<file path="src/design/ptc_pkg.sv">
`timescale 1ns / 1ps

package ptc_pkg;

  // One raw sensor sample
  typedef struct packed {
    logic [19:0] raw_temperature;
    logic [19:0] raw_pressure;
  } in_item_t;

  // One compensated result
  typedef struct packed {
    logic signed [31:0] temperature_centi;
    logic signed [31:0] fine_temperature;
    logic [31:0]        pressure_q24_8;
    logic               divide_by_zero;
  } out_item_t;

  // Unpacked calibration words
  typedef struct packed {
    logic [15:0] t1;
    logic [15:0] t2;
    logic [15:0] t3;
    logic [15:0] p1;
    logic [15:0] p2;
    logic [15:0] p3;
    logic [15:0] p4;
    logic [15:0] p5;
    logic [15:0] p6;
    logic [15:0] p7;
    logic [15:0] p8;
    logic [15:0] p9;
  } coeff_t;

  // Configuration register indexes
  localparam logic [1:0] CFG_TEMP      = 2'd0;
  localparam logic [1:0] CFG_PRES_LOW  = 2'd1;
  localparam logic [1:0] CFG_PRES_MID  = 2'd2;
  localparam logic [1:0] CFG_PRES_LAST = 2'd3;

  // Formula constants
  localparam logic [63:0] OFFSET_FINE = 64'd128000;
  localparam logic [19:0] PRES_FULL_HI = 20'd0;      // 1048576 = 2^20, low 20 bits zero
  localparam logic [63:0] PRES_SCALE  = 64'd3125;
  localparam logic [31:0] ROUND_HALF  = 32'd128;

endpackage

</file>
<file path="src/design/ptc_front.sv">
`timescale 1ns / 1ps

module ptc_front (
  input  logic              clk,
  input  logic              rst_n,
  input  logic              in_valid,
  output logic              in_stall,
  input  ptc_pkg::in_item_t in_data,
  output logic              q_valid,
  output ptc_pkg::in_item_t q_item,
  input  logic              q_take
);
  import ptc_pkg::*;

  // Two-entry sample queue toward the compute engine
  in_item_t   mem_r [2];
  logic       wr_ptr_r, wr_ptr_nxt;
  logic       rd_ptr_r, rd_ptr_nxt;
  logic [1:0] cnt_r, cnt_nxt;
  logic       push, pop;

  assign in_stall = (cnt_r == 2'd2);
  assign push     = in_valid && !in_stall;
  assign q_valid  = (cnt_r != 2'd0);
  assign pop      = q_take && q_valid;
  assign q_item   = mem_r[rd_ptr_r];

  always_comb begin
    wr_ptr_nxt = push ? !wr_ptr_r : wr_ptr_r;
    rd_ptr_nxt = pop ? !rd_ptr_r : rd_ptr_r;
    cnt_nxt    = cnt_r + {1'b0, push} - {1'b0, pop};
  end

  always_ff @(posedge clk) begin
    if (!rst_n) begin
      wr_ptr_r <= 1'b0;
      rd_ptr_r <= 1'b0;
      cnt_r    <= 2'd0;
    end else begin
      wr_ptr_r <= wr_ptr_nxt;
      rd_ptr_r <= rd_ptr_nxt;
      cnt_r    <= cnt_nxt;
    end
  end

  // Queue storage
  always_ff @(posedge clk) begin
    if (push) begin
      mem_r[wr_ptr_r] <= in_data;
    end
  end

endmodule

</file>
<file path="config.mk">
export PLATFORM = sky130hd
export DESIGN_NAME = ptc_front
export DESIGN_NICKNAME = d
export VERILOG_FILES = /design/src/design/ptc_pkg.sv /design/src/design/ptc_front.sv
export SDC_FILE = /design/constraint.sdc
export NUM_CORES = 1
export LEC_CHECK = 0
export BUFFER_PORTS_ARGS = -buffer_cell sky130_fd_sc_hd__clkbuf_2
export CORE_UTILIZATION = 48
export CTS_BUF_LIST = sky130_fd_sc_hd__clkbuf_8
export DETAILED_ROUTE_END_ITERATION = 16
export MAX_ROUTING_LAYER = met4
export PLACE_DENSITY_LB_ADDON = 0.2
export SYNTH_ARGS = -nofsm -noshare
export SYNTH_HDL_FRONTEND = slang
export SYNTH_SLANG_ARGS = --single-unit
export TNS_END_PERCENT = 5
</file>
<file path="constraint.sdc">
create_clock -name clk -period 2.51 [get_ports clk]
set_input_delay 0 -clock clk [delete_from_list [all_inputs] [get_ports clk]]
set_output_delay 0 -clock clk [all_outputs]
set_load 0.005 [all_outputs]
</file>
# --- Yosys cells after proc, flatten, opt, wreduce, memory -nomap -nowiden ---
# Memory sizes are Yosys's and may differ from the RTL's. A register that Yosys moved wholly into a read port is not among the register bits.
# Index checks and enable logic that the tools add are counted.
totals:
  mem_bits_rw: 80
  output_inout_bits: 42
  inputBits: 44
  ff_bits: 4
  memories: 1
op_classes:
  n_addsub: 2
  n_mux: 4
  reduce_logical: 6
  eq_ne: 1
memory_table:
  columns: ["memory", "words", "word_bits", "read_ports", "rd_ports_with_merged_regs", "write_ports", "line", "source"]
  rows:
  - ["mem_r", 2, 40, 1, 1, 1, "ptc_front.sv:16", "in_item_t mem_r [2];"]
op_table:
  columns: ["op", "count"]
  rows:
  - ["$mux W1", 4]
  - ["$logic_not A1 Y1", 3]
  - ["$add A2 B1 Y2", 1]
  - ["$eq A2 B2 Y1 const B", 1]
  - ["$logic_and A1 B1 Y1", 2]
  - ["$reduce_bool A2 Y1", 1]
  - ["$sub A2 B1 Y2", 1]

# --- Logic depth before layout (Yosys ltp) ---
logic_depth:
  word_depth: 5
  ltp_mapped: 8

# --- Least setup slack after synthesis ---
# OpenSTA, ideal clock, no wires.
synth_path:
  path_kind: "register to register"
  start: "register cnt_r[0]"
  end: "memory mem_r[0][0] in the netlist's numbering (enable)"
  path_stages_with_launch: 4
  synth_period_minus_slack_ps: 2702
  t_required_ps: 2073
  arrival_ps: 2265
  setup_slack_ps: -192
  path_cell_list: "dfxtp_1 nand2b_1 nand2_1 nor2_1"
synth_via:
  elab_chain_cells: 5
synth_rtl:
  columns: ["item", "line", "source"]
  rows:
  - ["start, declared", "ptc_front.sv:19", "logic [1:0] cnt_r, cnt_nxt;"]
  - ["start signal, assigned", "ptc_front.sv:42", "cnt_r <= cnt_nxt;"]
  - ["$eq A2 B2 Y1", "ptc_front.sv:22", "assign in_stall = (cnt_r == 2'd2);"]
  - ["$logic_not A1 Y1", "ptc_front.sv:23", "assign push = in_valid && !in_stall;"]
  - ["$logic_and A1 B1 Y1", "ptc_front.sv:23", null]
  - ["$mux W1", "ptc_front.sv:48", "if (push) begin"]
  - ["$mux W1 (implied by the code)", "ptc_front.sv:49", "mem_r[wr_ptr_r] <= in_data;"]
  - ["end, declared", "ptc_front.sv:16", null]
# Every way passes these cells.

==> results.tsv <==
stage	metric	value	unit
placed_design	Post-Place Cells	312	
critical_path	worst reg-to-reg path cell count	3	
logic_synthesis	biggest area consumer among synthesized cells	edfxtp_1	
finish	Layout area overhead	34.96	%
critical_path	Critical Path Sink Type	output pin	
logic_synthesis	Synth Instances	150	
clock_tree	clk sinks	85	
sta	Final Hold Violating Endpoints	0	
logic_synthesis	Post-Syn Area	0.003132	mm2
floorplan	die footprint	0.006852	mm2
sta	final setup fails	0	
global_route	gr ovfl total	0	
sta	post-layout minimum cycle time	1.793	ns
route	Initial DRC Count	51	
sta	slew margin rel.	0.6440	
floorplan	row count	29	
sta	clk_skew	0.005807	ns
route	Avg WL per Cell	14.32	um
route	vias	1745	
clock_tree	CTS tree	yes	
critical_path	crit start category	flip-flop	
logic_synthesis	main area contributors after synthesis	edfxtp_1 77%, mux2_2 14%, dfxtp_1 3.2%	
power	Power, Total	3.506	mW
critical_path	required time of the critical path	2.51	ns
critical_path	CP max FO	27	
power	switching fraction of total power	0.2568	
finish	layout filler cell count	475	
route	Final ANT Viol Nets	0	
logic_synthesis	mean post-synth cell area	20.88	um2
floorplan	Die H	82.78	um
sta	final hold slack	0.08177	ns
finish	Nets	333	
finish	Antenna Cells	0	
global_route	initial antenna violation count	0	
route	drt pass-1 iters	3	
sta	Slew Limit Fails	0	
power	Comb power frac	0.250	
placed_design	PortBufs	85	
floorplan	Core ar.	0.006314	mm2
clock_tree	Reg clk slew, reported paths	0.07	ns
finish	most common cell after layout, fill and taps aside	clkbuf_2	
sta	Final period util	0.7144	
power	PD cells	829.5	mW/mm2
clock_tree	clock tree root driver cell	clkbuf_8	
floorplan	Starting Density	0.4960	
worst_hold_path	hold crit path type	input port to flip-flop	
global_route	vias in the first global route	1778	
sta	setup total negative slack	0	ns
power	NetSw	0.9003	mW
logic_synthesis	post-synth top area share	0.7671	
sta	f_max	557.6	MHz
clock_tree	post-CTS resize count	0	
finish	commonest non-fill, non-tap cells in the layout	85 x clkbuf_2, 80 x edfxtp_1, 41 x dlygate4sd3_1	
placed_design	gpl congestion	0.6623	
clock_tree	CTS H-tree lvls	3	
power	Leakage	1.654	nW
logic_synthesis	YS warnings	0	
logic_synthesis	sequential area share after synthesis	0.7990	
global_route	first-pass GRT wire length	8121	um
route	Via density	4.742	
flow_run	max-cap violations	0	
logic_synthesis	register bit count reported by yosys	85	
clock_tree	CTS max path bufs	2	
critical_path	CP Class	flip-flop to output pin	
power	worst vdd ir	0.0005245	V
route	drt drc	0	
worst_hold_path	Hold Path Depth	3	
floorplan	# IOs	86	
clock_tree	CTS buffer count	9	
global_route	pin count of the biggest net entering global routing	33	
critical_path	Worst Path Arrival	1.79	ns
route	Final Routed Wirelength	5268	um
finish	Layout Cells excl Fill	368	
status	status	finished, final reports clean	
power	Int Pwr	2.606	mW
global_route	GRT Overall Usage	0.1742	
sta	Slew @ Worst Pin	0.5340	ns
sta	RSZ-0062 raised after global routing	no	
clock_tree	worst skew pair latency	0.33	ns
power	clock share of power	0.220	
finish	fraction of layout cells with a size suffix above 1	0.5052	
logic_synthesis	synthesized net count	196	
power	sequential share of power	0.530	
logic_synthesis	post-synthesis cell type count	16	
finish	Sequential Area	0.002504	mm2
floorplan	Die X	82.78	um
finish	area of the multi-input gates	581.8	um2
==> power groups by stage <==
stage / Combinational, mW / Clock [mW] / Sequential, mW
floorplan: 0.536 / 0 / 1.86
global placement: 0.836 / 0 / 1.89
detailed placement: 0.841 / 0 / 1.89
CTS: 0.898 / 0.799 / 1.86
global route: 0.975 / 0.858 / 1.89
finish: 0.876 / 0.771 / 1.86
==> metal layers <==
metal,up-vias,routed length [um],track usage
li1,848,-,-
met1,832,2238,0.2016
met2,51,2667,0.2811
met3,14,235,0.05246
met4,0,127,0.07759
met5,-,0,-
==> worst max-delay path: stages (launching register included) <==
cell and delay, ns:
dfxtp_2 0.53, buf_4 0.41, mux2_2 0.39, clkbuf_2 0.11
==> registers in the layout, summed over array words and instances (netlist names), named ones only <==
name / cells
rd_ptr_r: 1
mem_r: 80
wr_ptr_r: 1
cnt_r: 2
==> through the flow <==
| stage | cell area (um2) | utilization | setup WS (ns) |
|---|---|---|---|
| finish | 4227 | 0.6694 | 0.7168 |
| CTS | 4227 | 0.6694 | 0.6608 |
| global placement | 3661 | 0.5799 | 0.8548 |
| global route | 4227 | 0.6694 | 0.5791 |
| detailed placement | 3661 | 0.5799 | 0.8032 |
| floorplan | 3134 | - | 0.4691 |
==> kinds of logic (layout without fill, tap and decap cells) <==
| family | count (synthesis) | in the layout | share of synthesized area |
|---|---|---|---|
| AOI/OAI and AO/OA | 1 | 1 | 0.002398 |
| xor gates and xnor gates | 3 | 3 | 0.008391 |
| adders and majority gates | 2 | 2 | 0.007989 |
| buffers and inverters | 7 | 148 | 0.01798 |
| DFF | 85 | 85 | 0.7990 |
| muxes | 41 | 41 | 0.1470 |
| and+or+nand+nor | 11 | 11 | 0.01718 |
==> cell usage after synthesis <==
master and count:
and2_1 1, and3_1 1, buf_6 4, dfxtp_1 5, edfxtp_1 80, ha_1 2, inv_1 3, mux2_2 40
mux2i_1 1, nand2_1 2, nand2b_1 2, nor2_1 4, o21a_1 1, or2_2 1, xnor2_1 2, xor2_1 1
==> final timing paths <==
check / startpoint / end / slack (ns)
worst min register to register: rd_ptr_r$_SDFFE_PN0P_ / flip-flop / 0.54
worst max-delay path: flip-flop / q_item[22] / 0.72
worst min-delay path: in_valid / wr_ptr_r$_SDFFE_PN0N_ / 0.08
worst max register to register: cnt_r[0]$_SDFF_PN0_ / mem_r[1][23]$_DFFE_PP_ / 0.82
==> final cells by class <==
type / count / area share
clock buffer: 9 / 0.02931
tap: 77 / 0.02279
inverter: 3 / 0.002664
timing repair buffer: 130 / 0.2078
sequential: 85 / 0.5924
multi-input combinational: 58 / 0.1377
clock inverter: 6 / 0.007401
==> what timing repair did <==
action,4_1_cts,5_1_grt
setup buffers,0,0
hold buffers,41,0
hold endpoints to repair,85,0
No activity file was read; power rests on OpenSTA's default activity.
